[config.mk]
export PLATFORM = sky130hd
export DESIGN_NAME = card_detect_calibration_sequencer
export DESIGN_NICKNAME = d
export VERILOG_FILES = /design/src/cdcs_pkg.sv /design/src/cdcs_cfg.sv /design/src/cdcs_core.sv /design/src/card_detect_calibration_sequencer.sv
export SDC_FILE = /design/constraint.sdc
export NUM_CORES = 1
export LEC_CHECK = 0
export BUFFER_PORTS_ARGS = -buffer_cell sky130_fd_sc_hd__buf_4
export CORE_UTILIZATION = 54
export DETAILED_ROUTE_END_ITERATION = 6
export PLACE_DENSITY = 0.74
export SLEW_MARGIN = 40
export SYNTH_ARGS = -nofsm -noshare
export SYNTH_HDL_FRONTEND = slang
export SYNTH_SLANG_ARGS = --single-unit
export TNS_END_PERCENT = 50
[constraint.sdc]
create_clock -name i_clk -period 5.3 [get_ports i_clk]
set_input_delay 0.53 -clock i_clk [delete_from_list [all_inputs] [get_ports i_clk]]
set_output_delay 0.53 -clock i_clk [all_outputs]
set_load 0.03 [all_outputs]
[src/cdcs_pkg.sv]
// shared types and constants of the card-detect calibration sequencer
package cdcs_pkg;

    // result action codes
    typedef enum logic [1:0] {
        ACT_IGNORE  = 2'd0,
        ACT_MEASURE = 2'd1,
        ACT_OK      = 2'd2,
        ACT_FAIL    = 2'd3
    } t_action;

    // configuration register indexes
    localparam logic [2:0] CFG_TIMER      = 3'd0;
    localparam logic [2:0] CFG_SHIFT      = 3'd1;
    localparam logic [2:0] CFG_REF_MIN    = 3'd2;
    localparam logic [2:0] CFG_REF_MAX    = 3'd3;
    localparam logic [2:0] CFG_INIT_ATTEN = 3'd4;
    localparam logic [2:0] CFG_INIT_AMP   = 3'd5;

    // highest amplification code
    localparam logic [2:0] AMP_MAX = 3'd7;

    // configuration register set
    typedef struct packed {
        logic [4:0] timer_setting;
        logic [2:0] threshold_shift;
        logic [6:0] reference_min;
        logic [6:0] reference_max;
        logic [1:0] init_atten;
        logic [2:0] init_amp;
    } t_cfg;

    // one result item
    typedef struct packed {
        t_action    action;
        logic [1:0] attenuation;
        logic [2:0] amplification;
        logic [6:0] reference;
        logic [7:0] center;
        logic [7:0] low_thr;
        logic [7:0] high_thr;
        logic [1:0] divider;
    } t_result;

endpackage

[src/cdcs_cfg.sv]
// configuration register file of the calibration sequencer
module cdcs_cfg (
    input  logic          i_clk,
    input  logic          i_rst_n,
    input  logic          i_cfg_valid,
    output logic          o_cfg_ready,
    input  logic [2:0]    i_cfg_index,
    input  logic [7:0]    i_cfg_data,
    output cdcs_pkg::t_cfg o_cfg
);
    import cdcs_pkg::*;

    t_cfg r_cfg;

    assign o_cfg_ready = 1'b1;
    assign o_cfg = r_cfg;

    // register writes, unknown indexes are dropped
    always_ff @(posedge i_clk) begin
        if (!i_rst_n) begin
            r_cfg.timer_setting   <= 5'd11;
            r_cfg.threshold_shift <= 3'd4;
            r_cfg.reference_min   <= 7'd0;
            r_cfg.reference_max   <= 7'd127;
            r_cfg.init_atten      <= 2'd3;
            r_cfg.init_amp        <= 3'd0;
        end else if (i_cfg_valid) begin
            unique case (i_cfg_index)
                CFG_TIMER:      r_cfg.timer_setting   <= i_cfg_data[4:0];
                CFG_SHIFT:      r_cfg.threshold_shift <= i_cfg_data[2:0];
                CFG_REF_MIN:    r_cfg.reference_min   <= i_cfg_data[6:0];
                CFG_REF_MAX:    r_cfg.reference_max   <= i_cfg_data[6:0];
                CFG_INIT_ATTEN: r_cfg.init_atten      <= i_cfg_data[1:0];
                CFG_INIT_AMP:   r_cfg.init_amp        <= i_cfg_data[2:0];
                default: ;
            endcase
        end
    end

endmodule

[src/cdcs_core.sv]
// calibration state machine with its result register
module cdcs_core (
    input  logic               i_clk,
    input  logic               i_rst_n,
    input  logic               i_go,
    input  logic               i_func,
    input  logic [7:0]         i_adc,
    input  cdcs_pkg::t_cfg     i_cfg,
    input  logic               i_out_stall,
    output logic               o_out_free,
    output logic               o_out_valid,
    output cdcs_pkg::t_result  o_result
);
    import cdcs_pkg::*;

    typedef enum logic [2:0] {
        PH_IDLE, PH_FIRST, PH_REDUCE, PH_REFMAX, PH_AMPLIFY, PH_SWEEP
    } t_phase;

    t_phase     r_phase,  n_phase;
    logic [1:0] r_atten,  n_atten;
    logic [2:0] r_amp,    n_amp;
    logic [6:0] r_ref,    n_ref;
    logic [7:0] r_center, n_center;
    logic [7:0] r_thr,    n_thr;
    logic [7:0] r_prev,   n_prev;
    logic [1:0] r_div,    n_div;
    t_action    n_action;
    logic       r_out_valid;
    t_result    r_result;

    logic [7:0] tm1;
    logic [7:0] full;
    logic [6:0] ref_inc;
    logic signed [9:0] below;
    logic signed [9:0] above;
    logic       sweep_ok;

    assign o_out_free  = !r_out_valid || !i_out_stall;
    assign o_out_valid = r_out_valid;
    assign o_result    = r_result;

    // full scale from the timer setting
    assign tm1 = {3'd0, i_cfg.timer_setting} - 8'd1;
    always_comb begin
        if (i_cfg.timer_setting[4]) begin
            full = {tm1[4:0], 3'd0};
        end else if (i_cfg.timer_setting[3]) begin
            full = {tm1[3:0], 4'd0};
        end else begin
            full = {tm1[2:0], 5'd0};
        end
    end

    assign ref_inc  = r_ref + 7'd1;
    assign below    = $signed({2'b00, r_center}) - $signed({2'b00, i_adc});
    assign above    = $signed({2'b00, r_prev}) - $signed({2'b00, r_center});
    assign sweep_ok = i_cfg.reference_min < i_cfg.reference_max;

    // next state for one item
    always_comb begin
        n_phase  = r_phase;
        n_atten  = r_atten;
        n_amp    = r_amp;
        n_ref    = r_ref;
        n_center = r_center;
        n_thr    = r_thr;
        n_prev   = r_prev;
        n_div    = r_div;
        n_action = ACT_IGNORE;
        if (!i_func) begin
            // start: derive scale and load the initial gain
            if (i_cfg.timer_setting[4]) begin
                n_div = 2'd2;
            end else if (i_cfg.timer_setting[3]) begin
                n_div = 2'd1;
            end else begin
                n_div = 2'd0;
            end
            n_center = full >> 1;
            n_thr    = full >> i_cfg.threshold_shift;
            n_atten  = i_cfg.init_atten;
            n_amp    = i_cfg.init_amp;
            n_ref    = i_cfg.reference_min;
            n_phase  = PH_FIRST;
            n_action = ACT_MEASURE;
        end else begin
            unique case (r_phase)
                PH_FIRST, PH_REDUCE: begin
                    if (r_phase == PH_REDUCE && i_adc > r_center) begin
                        if (sweep_ok) begin
                            n_ref    = i_cfg.reference_min;
                            n_prev   = i_adc;
                            n_phase  = PH_SWEEP;
                            n_action = ACT_MEASURE;
                        end else begin
                            n_phase  = PH_IDLE;
                            n_action = ACT_FAIL;
                        end
                    end else if (r_phase == PH_FIRST && i_adc >= r_center) begin
                        n_ref    = i_cfg.reference_max;
                        n_phase  = PH_REFMAX;
                        n_action = ACT_MEASURE;
                    end else if (r_atten == 2'd0) begin
                        n_phase  = PH_IDLE;
                        n_action = ACT_FAIL;
                    end else begin
                        n_atten  = r_atten - 2'd1;
                        n_phase  = PH_REDUCE;
                        n_action = ACT_MEASURE;
                    end
                end
                PH_REFMAX, PH_AMPLIFY: begin
                    if ((r_phase == PH_REFMAX && i_adc <= r_center) ||
                        (r_phase == PH_AMPLIFY && i_adc < r_center)) begin
                        if (sweep_ok) begin
                            n_ref    = i_cfg.reference_min;
                            n_prev   = i_adc;
                            n_phase  = PH_SWEEP;
                            n_action = ACT_MEASURE;
                        end else begin
                            n_phase  = PH_IDLE;
                            n_action = ACT_FAIL;
                        end
                    end else if (r_amp == AMP_MAX) begin
                        n_phase  = PH_IDLE;
                        n_action = ACT_FAIL;
                    end else begin
                        n_amp    = r_amp + 3'd1;
                        n_phase  = PH_AMPLIFY;
                        n_action = ACT_MEASURE;
                    end
                end
                PH_SWEEP: begin
                    if (i_adc < r_center) begin
                        // keep whichever sample lies closer to center
                        if (below < above) begin
                            n_center = i_adc;
                        end else begin
                            n_center = r_prev;
                            n_ref    = r_ref - 7'd1;
                        end
                        n_phase  = PH_IDLE;
                        n_action = ACT_OK;
                    end else begin
                        n_prev = i_adc;
                        if (ref_inc < i_cfg.reference_max) begin
                            n_ref    = ref_inc;
                            n_action = ACT_MEASURE;
                        end else begin
                            n_ref    = i_cfg.reference_max;
                            n_phase  = PH_IDLE;
                            n_action = ACT_FAIL;
                        end
                    end
                end
                default: begin
                    n_phase  = PH_IDLE;
                    n_action = ACT_IGNORE;
                end
            endcase
        end
    end

    // state and result register
    always_ff @(posedge i_clk) begin
        if (!i_rst_n) begin
            r_phase     <= PH_IDLE;
            r_atten     <= 2'd3;
            r_amp       <= 3'd0;
            r_ref       <= 7'd0;
            r_center    <= 8'd0;
            r_thr       <= 8'd0;
            r_prev      <= 8'd0;
            r_div       <= 2'd0;
            r_out_valid <= 1'b0;
        end else begin
            if (i_go) begin
                r_phase  <= n_phase;
                r_atten  <= n_atten;
                r_amp    <= n_amp;
                r_ref    <= n_ref;
                r_center <= n_center;
                r_thr    <= n_thr;
                r_prev   <= n_prev;
                r_div    <= n_div;
                r_out_valid            <= 1'b1;
                r_result.action        <= n_action;
                r_result.attenuation   <= n_atten;
                r_result.amplification <= n_amp;
                r_result.reference     <= n_ref;
                r_result.center        <= n_center;
                r_result.low_thr       <= n_center - n_thr;
                r_result.high_thr      <= n_center + n_thr;
                r_result.divider       <= n_div;
            end else if (!i_out_stall) begin
                r_out_valid <= 1'b0;
            end
        end
    end

    // a processed item always leaves a result behind
    a_go_result: assert property (@(posedge i_clk) disable iff (!i_rst_n)
        i_go |=> r_out_valid)
        else $error("processed item produced no result");

    // a finished calibration returns to idle
    a_done_idle: assert property (@(posedge i_clk) disable iff (!i_rst_n)
        (i_go && (n_action == ACT_OK || n_action == ACT_FAIL)) |=> r_phase == PH_IDLE)
        else $error("sequencer not idle after done");

    // the sweep never reaches the top reference
    a_sweep_bound: assert property (@(posedge i_clk) disable iff (!i_rst_n)
        r_phase == PH_SWEEP |-> r_ref < i_cfg.reference_max)
        else $error("sweep reference out of range");

endmodule

[src/card_detect_calibration_sequencer.sv]
// top level of the card-detect calibration sequencer
// Card-detect calibration sequencer. A start item (func 0) derives full scale,
// center, threshold and clock divider from the phase-3 timer setting and asks
// for a measurement; each measurement item (func 1) steps the gain search and
// then the reference sweep, and every item returns exactly one result carrying
// the action and the current gain, reference, center and thresholds. A result
// is presented once its item has passed the input register, where the step logic
// works on it, and then the result register; an output stall can hold the item
// in the input register. A new item is taken every cycle, limited only by the
// result register being held by output stall.
// Configuration is written through a separate valid/ready port that is always
// ready; write it only while no calibration is running.
module card_detect_calibration_sequencer (
    input  logic       i_clk,
    input  logic       i_rst_n,
    // configuration writes
    input  logic       i_cfg_valid,
    output logic       o_cfg_ready,
    input  logic [2:0] i_cfg_index,
    input  logic [7:0] i_cfg_data,
    // input items
    input  logic       i_in_valid,
    output logic       o_in_stall,
    input  logic       i_func,
    input  logic [7:0] i_adc_value,
    // result items
    output logic       o_out_valid,
    input  logic       i_out_stall,
    output logic [1:0] o_action,
    output logic [1:0] o_attenuation,
    output logic [2:0] o_amplification,
    output logic [6:0] o_reference,
    output logic [7:0] o_center_value,
    output logic [7:0] o_low_threshold,
    output logic [7:0] o_high_threshold,
    output logic [1:0] o_clock_divider
);
    import cdcs_pkg::*;

    t_cfg       cfg;
    t_result    result;
    logic       out_free;
    logic       go;
    logic       r_in_valid;
    logic       r_func;
    logic [7:0] r_adc;

    cdcs_cfg u_cfg (
        .i_clk       (i_clk),
        .i_rst_n     (i_rst_n),
        .i_cfg_valid (i_cfg_valid),
        .o_cfg_ready (o_cfg_ready),
        .i_cfg_index (i_cfg_index),
        .i_cfg_data  (i_cfg_data),
        .o_cfg       (cfg)
    );

    // input register advances when the result side can take the step
    assign go         = r_in_valid && out_free;
    assign o_in_stall = r_in_valid && !out_free;

    always_ff @(posedge i_clk) begin
        if (!i_rst_n) begin
            r_in_valid <= 1'b0;
        end else if (!o_in_stall) begin
            r_in_valid <= i_in_valid;
        end
    end

    always_ff @(posedge i_clk) begin
        if (!o_in_stall && i_in_valid) begin
            r_func <= i_func;
            r_adc  <= i_adc_value;
        end
    end

    cdcs_core u_core (
        .i_clk       (i_clk),
        .i_rst_n     (i_rst_n),
        .i_go        (go),
        .i_func      (r_func),
        .i_adc       (r_adc),
        .i_cfg       (cfg),
        .i_out_stall (i_out_stall),
        .o_out_free  (out_free),
        .o_out_valid (o_out_valid),
        .o_result    (result)
    );

    // result fields
    assign o_action         = result.action;
    assign o_attenuation    = result.attenuation;
    assign o_amplification  = result.amplification;
    assign o_reference      = result.reference;
    assign o_center_value   = result.center;
    assign o_low_threshold  = result.low_thr;
    assign o_high_threshold = result.high_thr;
    assign o_clock_divider  = result.divider;

endmodule

==> out/results.tsv <==
stage	metric	value	unit
setup_path	Setup crit start	r_adc[3]	
logic_synthesis	top cell type's share of synthesized area	0.186	
setup_path	crit start category	flip-flop	
setup_path	Crit Path Class	flip-flop to flip-flop	
logic_synthesis	post-synth cell types	79	
placed_design	DP Wirelength	13900	microns
pwr	Final Power	2.76	mW
cells_and_area	area grow syn2layout	16.3	%
logic_synthesis	part of the Yosys area used for sequential elements	0.367	
sta	final hold vios	0	
sta	Final Skew	6.78	ps
cells_and_area	ant diodes	0	
cells_and_area	Fill cells	1130	
sta	period utilization	0.939	
pwr	leakage power	3.85	nW
logic_synthesis	Cell Area, Synth	7740	sq um
clock_network	# hold bufs at CTS	0	
logic_synthesis	Synth Register Bits	118	
logic_synthesis	count leader, synth	nor2_1	
cells_and_area	nets	999	
clock_network	Clock Root Buffer	clkbuf_16	
min_path	HP Start	i_adc_value[4]	
floorplan	Die ar.	14800	sq um
route	WL/cell	17.7	microns
clock_network	Clock Latency Late Sink	430	ps
sta	Tmin final	4980	ps
logic_synthesis	yosys synthesis warning count	0	
pwr	worst vdd rail ir drop	268	uV
clock_network	clock-pin slew on the worst setup and hold paths	60	ps
sta	minimum hold slack	276	ps
logic_synthesis	top cells by area, synth	edfxtp_1, dfxtp_1, ha_1	
route	via count	6611	
route	Routed WL	19700	microns
floorplan	chip height	122	microns
sta	# setup viols final	0	
cells_and_area	area occupied by multi-input gates	4490	sq um
cells_and_area	fin util	0.646	
floorplan	Die W	122	microns
logic_synthesis	Syn Area/Cell	8.93	sq um
clock_network	Num CTS Buffers	17	
pwr	pwr/cell area	307	nW/um^2
cells_and_area	share of cells above drive strength 1	0.149	
route	initial drt markers	627	
min_path	Hold Crit Class	primary input to flip-flop	
placed_design	Final Wtd Congestion	0.942	
clock_network	H-Tree Depth	4	
setup_path	CP arrival	5150	ps
logic_synthesis	top_reg_cell synth	dfxtp_1	
grt	gr usage total	0.275	
status	status	completed	
route	router iterations before antenna repair	5	
floorplan	Rows	43	
grt	grt ovf	0	
logic_synthesis	Post-synth EDFFs	48	
grt	vias in the first global route	6071	
setup_path	crit end category	flip-flop	
clock_network	TritonCTS clock tree	built	
sta	fmax	201	MHz
logic_synthesis	Post-synth top cells	nor2_1, nand2_1, dfxtp_1	
logic_synthesis	asr flop ratio synth	0	
cells_and_area	sequential cell area	2840	sq um
logic_synthesis	Mapped Nets	950	
placed_design	I/O Buffers	65	
floorplan	total core area	13900	sq um
grt	pin count of the biggest net entering global routing	41	
grt	initial antenna violation count	0	
setup_path	Worst EP required	5480	ps
floorplan	IO Count	68	
setup_path	worst r2r src	r_adc[3]	
sta	Max-slew headroom	0.410	
route	vias per cell	5.97	
setup_path	CP Max Fanout	6	
flow_run	Max Cap Violations	0	
sta	worst slew pin tran	881	ps
logic_synthesis	cell taking the most area after synthesis	edfxtp_1	
route	Routed Antenna Nets	0	
floorplan	Initial Utilization	0.555	
sta	Total Neg Setup Slack	0	ps
clock_network	total clock sinks	118	
sta	max-slew violations	0	
route	DRC	0	
logic_synthesis	Post-Syn Instances	866	
grt	first-pass GRT wire length	31100	microns
clock_network	CTS Buffer Depth	2	
==> worst max-delay path: stages (launching register included) <==
cell and delay [ps]:
edfxtp_1 380, inv_1 60, ha_1 350, a21o_1 230, a21oi_4 230, nand2_1 120
a21o_1 190, a21oi_1 160, xnor2_1 150, ha_1 270, a21oi_1 150, nand3b_1 110
a32oi_2 220, nand2_2 170, mux2i_1 160, a211oi_2 370, inv_1 90, ha_1 220
fa_1 410, nor2_1 100, nor2_1 50, nor2_1 80, nor2_1 70, o21bai_1 140
a21oi_1 100, xnor2_1 130
==> what timing repair did <==
| item | 4_1_cts | 5_1_grt |
|---|---|---|
| buffers inserted | 0 | 2 |
| setup endpoints to repair | 0 | 6 |
| resized for setup | 0 | 6 |
==> per-layer routing <==
| metal | up-vias | track usage | share of wire | wire [microns] |
|---|---|---|---|---|
| li1 | 3223 | - | - | - |
| met1 | 3090 | 0.366 | 0.44 | 8680 |
| met2 | 251 | 0.433 | 0.46 | 9120 |
| met3 | 47 | 0.0566 | 0.068 | 1340 |
| met4 | 0 | 0.118 | 0.026 | 505 |
| met5 | - | 0 | 0 | 0 |
==> cell usage in the layout (no fill, tap or decap), drive strengths merged, types with 41 or more instances in the layout <==
cell type,Yosys,final
a21oi,65,65
buf,23,77
dfxtp,70,70
edfxtp,48,48
ha,55,55
inv,61,61
mux2i,47,47
nand2,77,77
nor2,90,90
o21ai,41,41
==> final timing paths <==
check | endpoint | slack, ps | cells after the start
hold reg to reg | u_core.r_div[0] | 460 | 2
setup / recovery | u_core.o_result[16] | 320 | 25
setup reg to reg | u_core.o_result[16] | 320 | 25
hold / removal | r_adc[4] | 280 | 1
==> power by group <==
part	switching, mW	total [mW]	internal [mW]
sequential	0.0329	1.02	0.990
clock	0.413	1.24	0.822
combinational	0.300	0.503	0.203
==> stage by stage <==
step | cells | instance area [sq um] | setup WS, ps
CTS | 1106 | 8960 | 150
floorplan | 866 | 7740 | 456
detailed placement | 1074 | 8330 | 182
global route | 1108 | 9000 | -0.349
finish | 1108 | 9000 | 322
global placement | 1074 | 8320 | 248
==> state kept, by name, summed over array words and instances (netlist names) <==
name / count
u_core.r_thr: 8
r_in_valid: 1
u_core.r_amp: 3
u_core.r_div: 2
r_adc: 8
u_core.o_result: 39
u_core.r_center: 8
u_core.o_out_valid: 1
u_cfg.o_cfg: 27
r_func: 1
u_core.r_prev: 8
u_core.r_phase: 3
u_core.r_atten: 2
u_core.r_ref: 7
==> cell families (layout without fill, tap and decap cells) <==
logic type | after synthesis | count (layout) | share of synthesized area
muxes | 55 | 55 | 0.0724
other | 1 | 1 | 0.000485
buffers and inverters | 108 | 170 | 0.0561
AOI/OAI and AO/OA | 228 | 228 | 0.207
and+or+nand+nor | 261 | 261 | 0.157
adders and majority gates | 59 | 59 | 0.0993
xor gates and xnor gates | 36 | 36 | 0.0408
DFF | 118 | 118 | 0.367
==> area by class of cell <==
| class | count | share of cell area |
|---|---|---|
| Multi-Input combinational cell | 640 | 0.500 |
| Timing Repair Buffer | 77 | 0.0643 |
| Inverter | 61 | 0.0255 |
| Tap cell | 180 | 0.0250 |
| Sequential cell | 118 | 0.316 |
| Clock inverter | 9 | 0.0163 |
| Clock buffer | 23 | 0.0533 |
Power figures use the tool's default switching activity.
